File: src/i2cra_pkg.sv
`timescale 1ns / 1ps
// Package for the I2C single-register access master.
// Holds request codes, engine step codes, status codes and shared types; no dependencies.
package i2cra_pkg;

    // Operation codes on the request channel.
    localparam logic [1:0] OP_TICK  = 2'd0;
    localparam logic [1:0] OP_READ  = 2'd1;
    localparam logic [1:0] OP_WRITE = 2'd2;

    // Classified request kinds, as they travel through the queue.
    localparam logic [1:0] KIND_TICK  = 2'd0;
    localparam logic [1:0] KIND_READ  = 2'd1;
    localparam logic [1:0] KIND_WRITE = 2'd2;

    // Sequencer steps of the bus engine.
    localparam logic [3:0] STEP_IDLE      = 4'd0;
    localparam logic [3:0] STEP_START     = 4'd1;
    localparam logic [3:0] STEP_SEND_DEV  = 4'd2;
    localparam logic [3:0] STEP_ACK_DEV   = 4'd3;
    localparam logic [3:0] STEP_SEND_REG  = 4'd4;
    localparam logic [3:0] STEP_ACK_REG   = 4'd5;
    localparam logic [3:0] STEP_RESTART   = 4'd6;
    localparam logic [3:0] STEP_SEND_RD   = 4'd7;
    localparam logic [3:0] STEP_ACK_RD    = 4'd8;
    localparam logic [3:0] STEP_RECV      = 4'd9;
    localparam logic [3:0] STEP_NOACK     = 4'd10;
    localparam logic [3:0] STEP_SEND_DATA = 4'd11;
    localparam logic [3:0] STEP_ACK_DATA  = 4'd12;
    localparam logic [3:0] STEP_STOP      = 4'd13;

    // Transaction status codes.
    localparam logic [2:0] STATUS_OK         = 3'd0;
    localparam logic [2:0] STATUS_START_FAIL = 3'd1;
    localparam logic [2:0] STATUS_DEV_NACK   = 3'd2;
    localparam logic [2:0] STATUS_REG_NACK   = 3'd3;
    localparam logic [2:0] STATUS_DATA_NACK  = 3'd4;

    // Reset value of the phase length register.
    localparam logic [7:0] PHASE_TICKS_RESET = 8'd5;

    // Number of bits in one bus byte.
    localparam logic [3:0] BYTE_BITS = 4'd8;

    // One classified request as held in the queue.
    typedef struct packed {
        logic [1:0] kind;
        logic [7:0] device_address;
        logic [7:0] register_address;
        logic [7:0] write_data;
        logic       sda_in;
    } t_cmd;

    // Line drive levels together with the transmit shift byte.
    typedef struct packed {
        logic       scl;
        logic       sda;
        logic [7:0] shift;
    } t_lines;

endpackage

File: src/i2cra_req_if.sv
`timescale 1ns / 1ps
// Request channel interface: valid/ready handshake plus one tick's request fields.
// No dependencies.
interface i2cra_req_if;
    logic       valid;
    logic       ready;
    logic [1:0] operation;
    logic [7:0] device_address;
    logic [7:0] register_address;
    logic [7:0] write_data;
    logic       sda_in;

    modport source (
        output valid, operation, device_address, register_address, write_data, sda_in,
        input  ready
    );
    modport sink (
        input  valid, operation, device_address, register_address, write_data, sda_in,
        output ready
    );
endinterface

File: src/i2cra_res_if.sv
`timescale 1ns / 1ps
// Result channel interface: valid/ready handshake plus the bus drive and status fields.
// No dependencies.
interface i2cra_res_if;
    logic       valid;
    logic       ready;
    logic       scl_out;
    logic       sda_out;
    logic       busy_res;
    logic       done_res;
    logic [2:0] status;
    logic [7:0] read_data;

    modport source (
        output valid, scl_out, sda_out, busy_res, done_res, status, read_data,
        input  ready
    );
    modport sink (
        input  valid, scl_out, sda_out, busy_res, done_res, status, read_data,
        output ready
    );
endinterface

File: src/i2cra_front.sv
`timescale 1ns / 1ps
// Front end: accepts requests and classifies the operation code into a queue entry.
// Depends on i2cra_pkg and i2cra_req_if.
module i2cra_front (
    i2cra_req_if.sink      i_req,
    input  logic           i_queue_full,
    output logic           o_push,
    output i2cra_pkg::t_cmd o_cmd
);
    import i2cra_pkg::*;

    logic [1:0] kind;

    // Decode the operation; the unused code behaves as a plain tick.
    always_comb begin
        case (i_req.operation)
            OP_READ:  kind = KIND_READ;
            OP_WRITE: kind = KIND_WRITE;
            default:  kind = KIND_TICK;
        endcase
    end

    // A request is taken whenever the queue has room.
    assign i_req.ready = !i_queue_full;
    assign o_push      = i_req.valid && !i_queue_full;

    assign o_cmd.kind             = kind;
    assign o_cmd.device_address   = i_req.device_address;
    assign o_cmd.register_address = i_req.register_address;
    assign o_cmd.write_data       = i_req.write_data;
    assign o_cmd.sda_in           = i_req.sda_in;
endmodule

File: src/i2cra_queue.sv
`timescale 1ns / 1ps
// Short first-in first-out queue of classified requests between front end and engine.
// Depends on i2cra_pkg.
module i2cra_queue #(
    parameter int DEPTH = 2
) (
    input  logic            i_clk,
    input  logic            i_rst_n,
    input  logic            i_push,
    input  i2cra_pkg::t_cmd i_push_data,
    output logic            o_full,
    output logic            o_valid,
    output i2cra_pkg::t_cmd o_data,
    input  logic            i_pop
);
    import i2cra_pkg::*;

    localparam int PTR_W = (DEPTH > 1) ? $clog2(DEPTH) : 1;
    localparam int CNT_W = $clog2(DEPTH + 1);
    localparam logic [PTR_W-1:0] LAST_PTR = PTR_W'(DEPTH - 1);
    localparam logic [CNT_W-1:0] FULL_CNT = CNT_W'(DEPTH);

    t_cmd             r_mem [DEPTH];
    logic [PTR_W-1:0] r_wr_ptr;
    logic [PTR_W-1:0] r_rd_ptr;
    logic [CNT_W-1:0] r_count;
    logic             do_push;
    logic             do_pop;

    assign o_full  = (r_count == FULL_CNT);
    assign o_valid = (r_count != '0);
    assign o_data  = r_mem[r_rd_ptr];
    assign do_push = i_push && !o_full;
    assign do_pop  = i_pop && o_valid;

    // Storage is written at the write pointer; no reset needed on payload.
    always_ff @(posedge i_clk) begin
        if (do_push) begin
            r_mem[r_wr_ptr] <= i_push_data;
        end
    end

    // Pointers and fill count.
    always_ff @(posedge i_clk) begin
        if (!i_rst_n) begin
            r_wr_ptr <= '0;
            r_rd_ptr <= '0;
            r_count  <= '0;
        end else begin
            if (do_push) begin
                r_wr_ptr <= (r_wr_ptr == LAST_PTR) ? '0 : r_wr_ptr + 1'b1;
            end
            if (do_pop) begin
                r_rd_ptr <= (r_rd_ptr == LAST_PTR) ? '0 : r_rd_ptr + 1'b1;
            end
            if (do_push && !do_pop) begin
                r_count <= r_count + 1'b1;
            end else if (do_pop && !do_push) begin
                r_count <= r_count - 1'b1;
            end
        end
    end
endmodule

File: src/i2cra_engine.sv
`timescale 1ns / 1ps
// Back end: the bus sequencer, advancing one tick per popped request, with an output register.
// Depends on i2cra_pkg and i2cra_res_if.
module i2cra_engine (
    input  logic            i_clk,
    input  logic            i_rst_n,
    input  logic [7:0]      i_phase_ticks,
    input  logic            i_cmd_valid,
    input  i2cra_pkg::t_cmd i_cmd,
    output logic            o_pop,
    i2cra_res_if.source     o_res
);
    import i2cra_pkg::*;

    // Line levels and shift byte on entry to a step and phase.
    function automatic t_lines f_enter(input logic [3:0] step, input logic [1:0] sub,
                                       input t_lines cur);
        t_lines nx;
        nx = cur;
        case (step)
            STEP_START, STEP_RESTART: begin
                nx.scl = 1'b1;
                nx.sda = (sub == 2'd0);
            end
            STEP_SEND_DEV, STEP_SEND_REG, STEP_SEND_RD, STEP_SEND_DATA: begin
                if (sub == 2'd0) begin
                    nx.scl = 1'b0;
                end else if (sub == 2'd1) begin
                    nx.scl   = 1'b0;
                    nx.sda   = cur.shift[7];
                    nx.shift = {cur.shift[6:0], 1'b0};
                end else begin
                    nx.scl = 1'b1;
                end
            end
            STEP_ACK_DEV, STEP_ACK_REG, STEP_ACK_RD, STEP_ACK_DATA: begin
                if (sub == 2'd0) begin
                    nx.scl = 1'b0;
                end else begin
                    nx.scl = (sub != 2'd1);
                    nx.sda = 1'b1;
                end
            end
            STEP_RECV: begin
                nx.sda = 1'b1;
                nx.scl = (sub != 2'd0);
            end
            STEP_NOACK: begin
                if (sub == 2'd1) begin
                    nx.sda = 1'b1;
                end
                nx.scl = (sub == 2'd2);
            end
            STEP_STOP: begin
                nx.scl = (sub >= 2'd2);
                if (sub == 2'd1 || sub == 2'd2) begin
                    nx.sda = 1'b0;
                end else if (sub == 2'd3) begin
                    nx.sda = 1'b1;
                end
            end
            default: begin
                nx = cur;
            end
        endcase
        return nx;
    endfunction

    // Sequencer state.
    logic [7:0] r_timer, n_timer;
    logic [3:0] r_step, n_step;
    logic [1:0] r_sub, n_sub;
    logic [3:0] r_bits, n_bits;
    logic [7:0] r_shift, n_shift;
    logic [7:0] r_dev, n_dev;
    logic [7:0] r_reg, n_reg;
    logic [7:0] r_data, n_data;
    logic       r_is_write, n_is_write;
    logic [2:0] r_status, n_status;
    logic [7:0] r_rx, n_rx;
    logic       r_scl, n_scl;
    logic       r_sda, n_sda;

    // Output register.
    logic       r_out_valid;
    logic       r_out_scl;
    logic       r_out_sda;
    logic       r_out_busy;
    logic       r_out_done;
    logic [2:0] r_out_status;
    logic [7:0] r_out_rx;

    logic       advance;
    logic       done;
    logic       en;
    logic [3:0] en_step;
    logic [1:0] en_sub;
    logic [7:0] ticks_eff;
    logic [7:0] t_left;
    logic [3:0] bits_inc;
    logic [7:0] rx_shift;
    logic       s;
    logic       fail;
    logic       restart;
    t_lines     lines;

    // A request is processed when the output register is free or being drained.
    assign advance   = i_cmd_valid && (!r_out_valid || o_res.ready);
    assign o_pop     = advance;
    assign ticks_eff = (i_phase_ticks == 8'd0) ? 8'd1 : i_phase_ticks;
    assign s         = i_cmd.sda_in;
    assign t_left    = (r_timer != 8'd0) ? r_timer - 8'd1 : 8'd0;
    assign bits_inc  = r_bits + 4'd1;
    assign rx_shift  = {r_shift[6:0], s};
    assign fail      = (r_sub == 2'd0 && !s) || (r_sub == 2'd1 && s);
    assign restart   = (r_step == STEP_RESTART);

    // Next state for one tick.
    always_comb begin
        n_timer    = r_timer;
        n_step     = r_step;
        n_sub      = r_sub;
        n_bits     = r_bits;
        n_shift    = r_shift;
        n_dev      = r_dev;
        n_reg      = r_reg;
        n_data     = r_data;
        n_is_write = r_is_write;
        n_status   = r_status;
        n_rx       = r_rx;
        n_scl      = r_scl;
        n_sda      = r_sda;
        done       = 1'b0;
        en         = 1'b0;
        en_step    = r_step;
        en_sub     = 2'd0;
        lines      = '0;

        if (r_step == STEP_IDLE) begin
            // Idle: a read or write request latches its operands and starts.
            if (i_cmd.kind == KIND_READ || i_cmd.kind == KIND_WRITE) begin
                n_dev      = i_cmd.device_address;
                n_reg      = i_cmd.register_address;
                n_data     = i_cmd.write_data;
                n_is_write = (i_cmd.kind == KIND_WRITE);
                n_bits     = 4'd0;
                en         = 1'b1;
                en_step    = STEP_START;
                en_sub     = 2'd0;
            end
        end else begin
            n_timer = t_left;
            if (t_left == 8'd0) begin
                // End of a phase: pick the next phase or step.
                case (r_step)
                    STEP_START, STEP_RESTART: begin
                        if (r_sub < 2'd2 && !fail) begin
                            en      = 1'b1;
                            en_step = r_step;
                            en_sub  = r_sub + 2'd1;
                        end else if (fail && !restart) begin
                            n_status = STATUS_START_FAIL;
                            done     = 1'b1;
                        end else begin
                            n_bits = 4'd0;
                            en     = 1'b1;
                            en_sub = 2'd0;
                            if (restart) begin
                                n_shift = {r_dev[7:1], 1'b1};
                                en_step = STEP_SEND_RD;
                            end else begin
                                n_shift = {r_dev[7:1], 1'b0};
                                en_step = STEP_SEND_DEV;
                            end
                        end
                    end
                    STEP_SEND_DEV, STEP_SEND_REG, STEP_SEND_RD, STEP_SEND_DATA: begin
                        en = 1'b1;
                        if (r_sub < 2'd2) begin
                            en_step = r_step;
                            en_sub  = r_sub + 2'd1;
                        end else begin
                            n_bits  = bits_inc;
                            en_step = (bits_inc < BYTE_BITS) ? r_step : r_step + 4'd1;
                            en_sub  = 2'd0;
                        end
                    end
                    STEP_ACK_DEV, STEP_ACK_REG, STEP_ACK_RD, STEP_ACK_DATA: begin
                        en = 1'b1;
                        if (r_sub < 2'd2) begin
                            en_step = r_step;
                            en_sub  = r_sub + 2'd1;
                        end else if (r_step == STEP_ACK_DEV) begin
                            if (s) begin
                                n_status = STATUS_DEV_NACK;
                                en_step  = STEP_STOP;
                            end else begin
                                n_shift = r_reg;
                                n_bits  = 4'd0;
                                en_step = STEP_SEND_REG;
                            end
                        end else if (r_step == STEP_ACK_REG) begin
                            if (!r_is_write) begin
                                en_step = STEP_RESTART;
                            end else if (s) begin
                                n_status = STATUS_REG_NACK;
                                en_step  = STEP_STOP;
                            end else begin
                                n_shift = r_data;
                                n_bits  = 4'd0;
                                en_step = STEP_SEND_DATA;
                            end
                        end else if (r_step == STEP_ACK_RD) begin
                            n_shift = 8'd0;
                            n_bits  = 4'd0;
                            en_step = STEP_RECV;
                        end else begin
                            n_status = s ? STATUS_DATA_NACK : STATUS_OK;
                            en_step  = STEP_STOP;
                        end
                    end
                    STEP_RECV: begin
                        en      = 1'b1;
                        en_step = STEP_RECV;
                        if (r_sub == 2'd0) begin
                            en_sub = 2'd1;
                        end else begin
                            n_shift = rx_shift;
                            n_bits  = bits_inc;
                            if (bits_inc >= BYTE_BITS) begin
                                n_rx     = rx_shift;
                                n_status = STATUS_OK;
                                en_step  = STEP_NOACK;
                            end
                        end
                    end
                    STEP_NOACK: begin
                        en = 1'b1;
                        if (r_sub < 2'd3) begin
                            en_step = STEP_NOACK;
                            en_sub  = r_sub + 2'd1;
                        end else begin
                            en_step = STEP_STOP;
                        end
                    end
                    STEP_STOP: begin
                        if (r_sub < 2'd3) begin
                            en      = 1'b1;
                            en_step = STEP_STOP;
                            en_sub  = r_sub + 2'd1;
                        end else begin
                            done = 1'b1;
                        end
                    end
                    default: begin
                        done = 1'b1;
                    end
                endcase
            end
        end

        // Entering a phase sets the lines and reloads the phase timer.
        if (en) begin
            lines   = f_enter(en_step, en_sub, '{scl: n_scl, sda: n_sda, shift: n_shift});
            n_step  = en_step;
            n_sub   = en_sub;
            n_scl   = lines.scl;
            n_sda   = lines.sda;
            n_shift = lines.shift;
            n_timer = ticks_eff;
        end

        // Closing a transaction returns to idle.
        if (done) begin
            n_step  = STEP_IDLE;
            n_sub   = 2'd0;
            n_timer = 8'd0;
        end
    end

    // Sequencer registers.
    always_ff @(posedge i_clk) begin
        if (!i_rst_n) begin
            r_timer    <= 8'd0;
            r_step     <= STEP_IDLE;
            r_sub      <= 2'd0;
            r_bits     <= 4'd0;
            r_shift    <= 8'd0;
            r_dev      <= 8'd0;
            r_reg      <= 8'd0;
            r_data     <= 8'd0;
            r_is_write <= 1'b0;
            r_status   <= STATUS_OK;
            r_rx       <= 8'd0;
            r_scl      <= 1'b1;
            r_sda      <= 1'b1;
        end else if (advance) begin
            r_timer    <= n_timer;
            r_step     <= n_step;
            r_sub      <= n_sub;
            r_bits     <= n_bits;
            r_shift    <= n_shift;
            r_dev      <= n_dev;
            r_reg      <= n_reg;
            r_data     <= n_data;
            r_is_write <= n_is_write;
            r_status   <= n_status;
            r_rx       <= n_rx;
            r_scl      <= n_scl;
            r_sda      <= n_sda;
        end
    end

    // Output register valid flag.
    always_ff @(posedge i_clk) begin
        if (!i_rst_n) begin
            r_out_valid <= 1'b0;
        end else if (advance) begin
            r_out_valid <= 1'b1;
        end else if (o_res.ready) begin
            r_out_valid <= 1'b0;
        end
    end

    // Output register payload.
    always_ff @(posedge i_clk) begin
        if (advance) begin
            r_out_scl    <= n_scl;
            r_out_sda    <= n_sda;
            r_out_busy   <= (n_step != STEP_IDLE);
            r_out_done   <= done;
            r_out_status <= n_status;
            r_out_rx     <= n_rx;
        end
    end

    assign o_res.valid     = r_out_valid;
    assign o_res.scl_out   = r_out_scl;
    assign o_res.sda_out   = r_out_sda;
    assign o_res.busy_res  = r_out_busy;
    assign o_res.done_res  = r_out_done;
    assign o_res.status    = r_out_status;
    assign o_res.read_data = r_out_rx;
endmodule

File: src/i2c_master_register_access.sv
`timescale 1ns / 1ps
// Top level of the I2C single-register read/write master.
// Depends on i2cra_pkg, the channel interfaces, i2cra_front, i2cra_queue and i2cra_engine.

// Each request is one bit-timing tick: it carries the sampled SDA level and, while the
// master is idle, an optional register read or write with its addresses and data. Every
// request gives exactly one result with the SCL/SDA drive levels, busy and done flags,
// the status code and the last byte read. The block takes one tick per clock cycle while
// results are accepted; the bus sequencer updates its state once per tick. A request
// waits in the request queue and its result in the output register. The queue of
// QUEUE_DEPTH entries keeps taking requests while results are held up, until it is full.
// Each bus phase lasts phase_ticks ticks (zero acts as one); write the phase length only
// while no transaction runs.
module i2c_master_register_access #(
    parameter int QUEUE_DEPTH = 2
) (
    input  logic        i_clk,
    input  logic        i_rst_n,
    input  logic        i_cfg_we,
    input  logic [7:0]  i_cfg_wdata,
    i2cra_req_if.sink   i_req,
    i2cra_res_if.source o_res
);
    import i2cra_pkg::*;

    logic [7:0] r_phase_ticks;
    logic       push;
    logic       queue_full;
    t_cmd       push_cmd;
    logic       cmd_valid;
    t_cmd       cmd;
    logic       pop;

    // Phase length register.
    always_ff @(posedge i_clk) begin
        if (!i_rst_n) begin
            r_phase_ticks <= PHASE_TICKS_RESET;
        end else if (i_cfg_we) begin
            r_phase_ticks <= i_cfg_wdata;
        end
    end

    // Request intake and classification.
    i2cra_front u_front (
        .i_req        (i_req),
        .i_queue_full (queue_full),
        .o_push       (push),
        .o_cmd        (push_cmd)
    );

    // Queue between intake and the bus engine.
    i2cra_queue #(
        .DEPTH (QUEUE_DEPTH)
    ) u_queue (
        .i_clk       (i_clk),
        .i_rst_n     (i_rst_n),
        .i_push      (push),
        .i_push_data (push_cmd),
        .o_full      (queue_full),
        .o_valid     (cmd_valid),
        .o_data      (cmd),
        .i_pop       (pop)
    );

    // Bus sequencer and result register.
    i2cra_engine u_engine (
        .i_clk         (i_clk),
        .i_rst_n       (i_rst_n),
        .i_phase_ticks (r_phase_ticks),
        .i_cmd_valid   (cmd_valid),
        .i_cmd         (cmd),
        .o_pop         (pop),
        .o_res         (o_res)
    );
endmodule
File: src/flat_wrapper.sv
// flat-port wrapper written by rule: the top's interface ports become plain ports
module i2c_master_register_access_flat import i2cra_pkg::*;
#(
    parameter int QUEUE_DEPTH = 2
)
  (i_clk, i_rst_n, i_cfg_we, i_cfg_wdata, i_req_valid, i_req_operation, i_req_device_address, i_req_register_address, i_req_write_data, i_req_sda_in, i_req_ready, o_res_valid, o_res_scl_out, o_res_sda_out, o_res_busy_res, o_res_done_res, o_res_status, o_res_read_data, o_res_ready);
  i2cra_req_if i_req_i ();
  i2cra_res_if o_res_i ();
  input  logic i_clk;
  input  logic i_rst_n;
  input  logic i_cfg_we;
  input  logic [7:0] i_cfg_wdata;
  input wire logic [$bits(i_req_i.valid)-1:0] i_req_valid;
  input wire logic [$bits(i_req_i.operation)-1:0] i_req_operation;
  input wire logic [$bits(i_req_i.device_address)-1:0] i_req_device_address;
  input wire logic [$bits(i_req_i.register_address)-1:0] i_req_register_address;
  input wire logic [$bits(i_req_i.write_data)-1:0] i_req_write_data;
  input wire logic [$bits(i_req_i.sda_in)-1:0] i_req_sda_in;
  output wire logic [$bits(i_req_i.ready)-1:0] i_req_ready;
  output wire logic [$bits(o_res_i.valid)-1:0] o_res_valid;
  output wire logic [$bits(o_res_i.scl_out)-1:0] o_res_scl_out;
  output wire logic [$bits(o_res_i.sda_out)-1:0] o_res_sda_out;
  output wire logic [$bits(o_res_i.busy_res)-1:0] o_res_busy_res;
  output wire logic [$bits(o_res_i.done_res)-1:0] o_res_done_res;
  output wire logic [$bits(o_res_i.status)-1:0] o_res_status;
  output wire logic [$bits(o_res_i.read_data)-1:0] o_res_read_data;
  input wire logic [$bits(o_res_i.ready)-1:0] o_res_ready;
  assign i_req_i.valid = i_req_valid;
  assign i_req_i.operation = i_req_operation;
  assign i_req_i.device_address = i_req_device_address;
  assign i_req_i.register_address = i_req_register_address;
  assign i_req_i.write_data = i_req_write_data;
  assign i_req_i.sda_in = i_req_sda_in;
  assign i_req_ready = i_req_i.ready;
  assign o_res_valid = o_res_i.valid;
  assign o_res_scl_out = o_res_i.scl_out;
  assign o_res_sda_out = o_res_i.sda_out;
  assign o_res_busy_res = o_res_i.busy_res;
  assign o_res_done_res = o_res_i.done_res;
  assign o_res_status = o_res_i.status;
  assign o_res_read_data = o_res_i.read_data;
  assign o_res_i.ready = o_res_ready;
  i2c_master_register_access #(.QUEUE_DEPTH(QUEUE_DEPTH)) u_core (.i_clk(i_clk), .i_rst_n(i_rst_n), .i_cfg_we(i_cfg_we), .i_cfg_wdata(i_cfg_wdata), .i_req(i_req_i), .o_res(o_res_i));
endmodule
File: config.mk
export PLATFORM = sky130hd
export DESIGN_NAME = i2c_master_register_access_flat
export DESIGN_NICKNAME = d
export VERILOG_FILES = /design/src/i2cra_pkg.sv /design/src/i2cra_req_if.sv /design/src/i2cra_res_if.sv /design/src/i2cra_front.sv /design/src/i2cra_queue.sv /design/src/i2cra_engine.sv /design/src/i2c_master_register_access.sv /design/src/flat_wrapper.sv
export SDC_FILE = /design/constraint.sdc
export NUM_CORES = 1
export LEC_CHECK = 0
export BUFFER_PORTS_ARGS = -buffer_cell sky130_fd_sc_hd__buf_2
export CAP_MARGIN = 20
export CORE_MARGIN = 4
export CORE_UTILIZATION = 40
export CTS_BUF_LIST = sky130_fd_sc_hd__clkbuf_8
export DETAILED_ROUTE_END_ITERATION = 10
export PLACE_DENSITY_LB_ADDON = 0.1
export SETUP_SLACK_MARGIN = 0.1
export SLEW_MARGIN = 10
export SYNTH_ARGS = -nofsm -noshare
export SYNTH_HDL_FRONTEND = slang
export SYNTH_HIERARCHICAL = 1
export SYNTH_SLANG_ARGS = --single-unit
File: constraint.sdc
create_clock -name i_clk -period 6.5 [get_ports i_clk]
set_input_delay 0.65 -clock i_clk [delete_from_list [all_inputs] [get_ports i_clk]]
set_output_delay 0.65 -clock i_clk [all_outputs]
set_load 0.02 [all_outputs]
==> impl_results.md <==
* Port bufs at 55
* CP Buf/Inv Count at 3
* Vias in the first global route at 6405
* Hold Path Class: in -> reg
* Wire length per cell at 17.7 um
* Synth Instances at 859
* Status: finished clean
* Placed insts at 1121
* Clk_lat worst skew at 0.44 ns
* Sw Pwr at 1.52 mW
* Global-route wire length before repair at 33.7 mm
* Sequential power share at 36.2%
* Die Wd at 152 um
* Post-Route WL at 20.4 mm
* Leak at 3.23 nW
* CP top delay family: compound AO/OA/AOI/OAI gates
* Share of layout cells above drive strength 1 at 18.7%
* Top Ports at 57
* Non-filler instance count after layout at 1153
* Final critical-path required period at 4.64 ns
* Via count at 6444
* Crit-path max cell delay at 0.55 ns
* RSZ-0062 raised after global routing: false
* Clock sink count at 144
* Multi-input logic area at 4210 um^2
* Count of final setup violators at 0
* CTS Buffer Depth at 2
* Routed vias/inst at 5.59
* Num rows at 52
* Required @ worst endpoint at 6.69 ns
* Core Area at 20300 um^2
* Finished Core Util at 44.2%
* CP Max Fanout at 26
* Initial DRC Count at 444
* Netlist Area Pre-Place at 8270 um^2
* CP Data Arrival Time at 4.83 ns
* Die Ht at 152 um
* Setup CP Type: reg -> reg
* Max H-tree Level at 4
* Max FFs per register at 52
* Register Area at 3550 um^2
* Synth Area per Inst at 9.63 um^2
* Fin. max-slew vios at 0
* Worst r2r src: u_core/u_engine/r_sub[1]$_SDFFE_PN0P_
* Comb power frac at 43.7%
* Fillers at 1975
* Post-DP HPWL at 14.5 mm
* Fin Clk Skew at 0.0117 ns
* Slew @ Worst Pin at 0.851 ns
* Pwr Density at 416 nW/um^2
* Starting Density at 40.7%
* Hold Path Origin: i_req_device_address[6]
* Slew HR at 42.9%
* Max-Cap Viols at 0
* Root Buffer: clkbuf_8
* Peak Freq at 216 MHz
* CTS clk-pin slew, worst paths at 0.08 ns
* Ant diodes at 0
* Clock power frac at 20.1%
* Largest net degree at the start of global routing at 43
* Crit-path slowest cell: ha_1
* Crit. Startpoint: u_core/u_engine/r_sub[1]$_SDFFE_PN0P_
* GRT overflow at 0
* Setup TNS at 0 ns
* Crit-path cells: buf_4 > inv_1 > ha_1 > mux2i_4 > nand2_1 > o22ai_1 > a22oi_1 > nor2_1 > inv_1 > ha_1 > nor2b_1 > o211ai_1 > o21ba_1 > a2111oi_0 > o221ai_1 > a21oi_1
* # hold bufs at CTS at 0
* Final Hold Vio Count at 0
* DRC Markers at 0
* Area grow syn2layout at 8.52%
* Syn_nets at 916
* Yosys warnings at 6
* Largest register by flop count: u_core/u_queue/r_mem
* Die area at 23000 um^2
* Post-cts repair resize count at 0
* Routed Antenna Nets at 0
* Fin nets at 927
* Setup crit start kind: flip-flop
* Sw Share at 40.6%
* Total GRT Usage at 18.5%
* Placement-stage cell area at 8550 um^2
* Antenna violations before repair at 0
* Worst Setup End Kind: flip-flop
* Total clock buffers created by CTS at 17
* Final instance area at 8970 um^2
* Drt pass-1 iters at 8
* Tcrit/Tclk final at 71.3%
* Worst vdd ir at 196 uV
* CTS tree: built
* Post-CTS setup buffer count at 0
* Routability congestion estimate at 0.899
* Internal power at 2.22 mW
## cell usage in the layout (no fill, tap or decap), types with 19 or more instances in the layout
cell	n
nor2b_1	27
mux2_2	39
nand2_1	95
nor3_1	19
dfxtp_1	77
mux2i_1	25
a21boi_0	28
nor2_1	70
edfxtp_1	67
buf_2	55
a21oi_1	32
o21ai_0	37
## through the flow
| step | worst slack (ns) | hold slack (ns) | total power, mW |
|---|---|---|---|
| finish | 1.86 | 0.386 | 3.73 |
| global route | 1.59 | 0.345 | 4.01 |
| CTS | 1.95 | 0.349 | 3.77 |
| detailed placement | 1.96 | 0.459 | 2.99 |
| global placement | 2.01 | 0.457 | 2.97 |
| floorplan | 2.94 | 0.434 | 2.56 |
## layer usage
layer / routed length, um / GRT usage (%)
met4: 506 / 6.87
met3: 1020 / 3.57
met1: 9440 / 24.9
met2: 9460 / 29.7
met5: 0 / 0
## area by class of cell
class | count | area share (%)
flip-flops and latches | 144 | 39.6
repair buffers | 68 | 4.16
clock buffers | 18 | 2.76
inverters | 19 | 0.795
well taps | 270 | 3.76
clock inverters | 14 | 2.01
multi-input cells | 620 | 46.9
## final timing paths
kind / end / slack, ns / depth (start not counted)
setup reg to reg: u_core/u_engine/o_res.sda_out$_DFFE_PP_ / 1.86 / 16
hold / removal: u_core/u_queue/r_mem[1][23]$_DFFE_PP_ / 0.39 / 1
hold reg to reg: u_core/u_engine/r_reg[7]$_SDFFE_PN0P_ / 0.47 / 2
setup / recovery: u_core/u_engine/o_res.sda_out$_DFFE_PP_ / 1.86 / 16
## worst register-to-register path, stage by stage (launching register included)
cell and delay [ns]:
dfxtp_1 0.31, buf_4 0.31, inv_1 0.29, ha_1 0.55, mux2i_4 0.44, nand2_1 0.18, o22ai_1 0.20, a22oi_1 0.11
nor2_1 0.35, inv_1 0.11, ha_1 0.29, nor2b_1 0.32, o211ai_1 0.23, o21ba_1 0.26, a2111oi_0 0.06, o221ai_1 0.29
a21oi_1 0.10
## power groups by stage
| stage | sequential, mW | clock [mW] | combinational, mW |
|---|---|---|---|
| after floorplan | 1.38 | 0 | 1.18 |
| after global placement | 1.37 | 0 | 1.61 |
| after detailed placement | 1.37 | 0 | 1.62 |
| after CTS | 1.35 | 0.780 | 1.63 |
| after global routing | 1.38 | 0.816 | 1.81 |
| final | 1.35 | 0.750 | 1.63 |
Note: power is estimated with default switching activity, not from simulation.
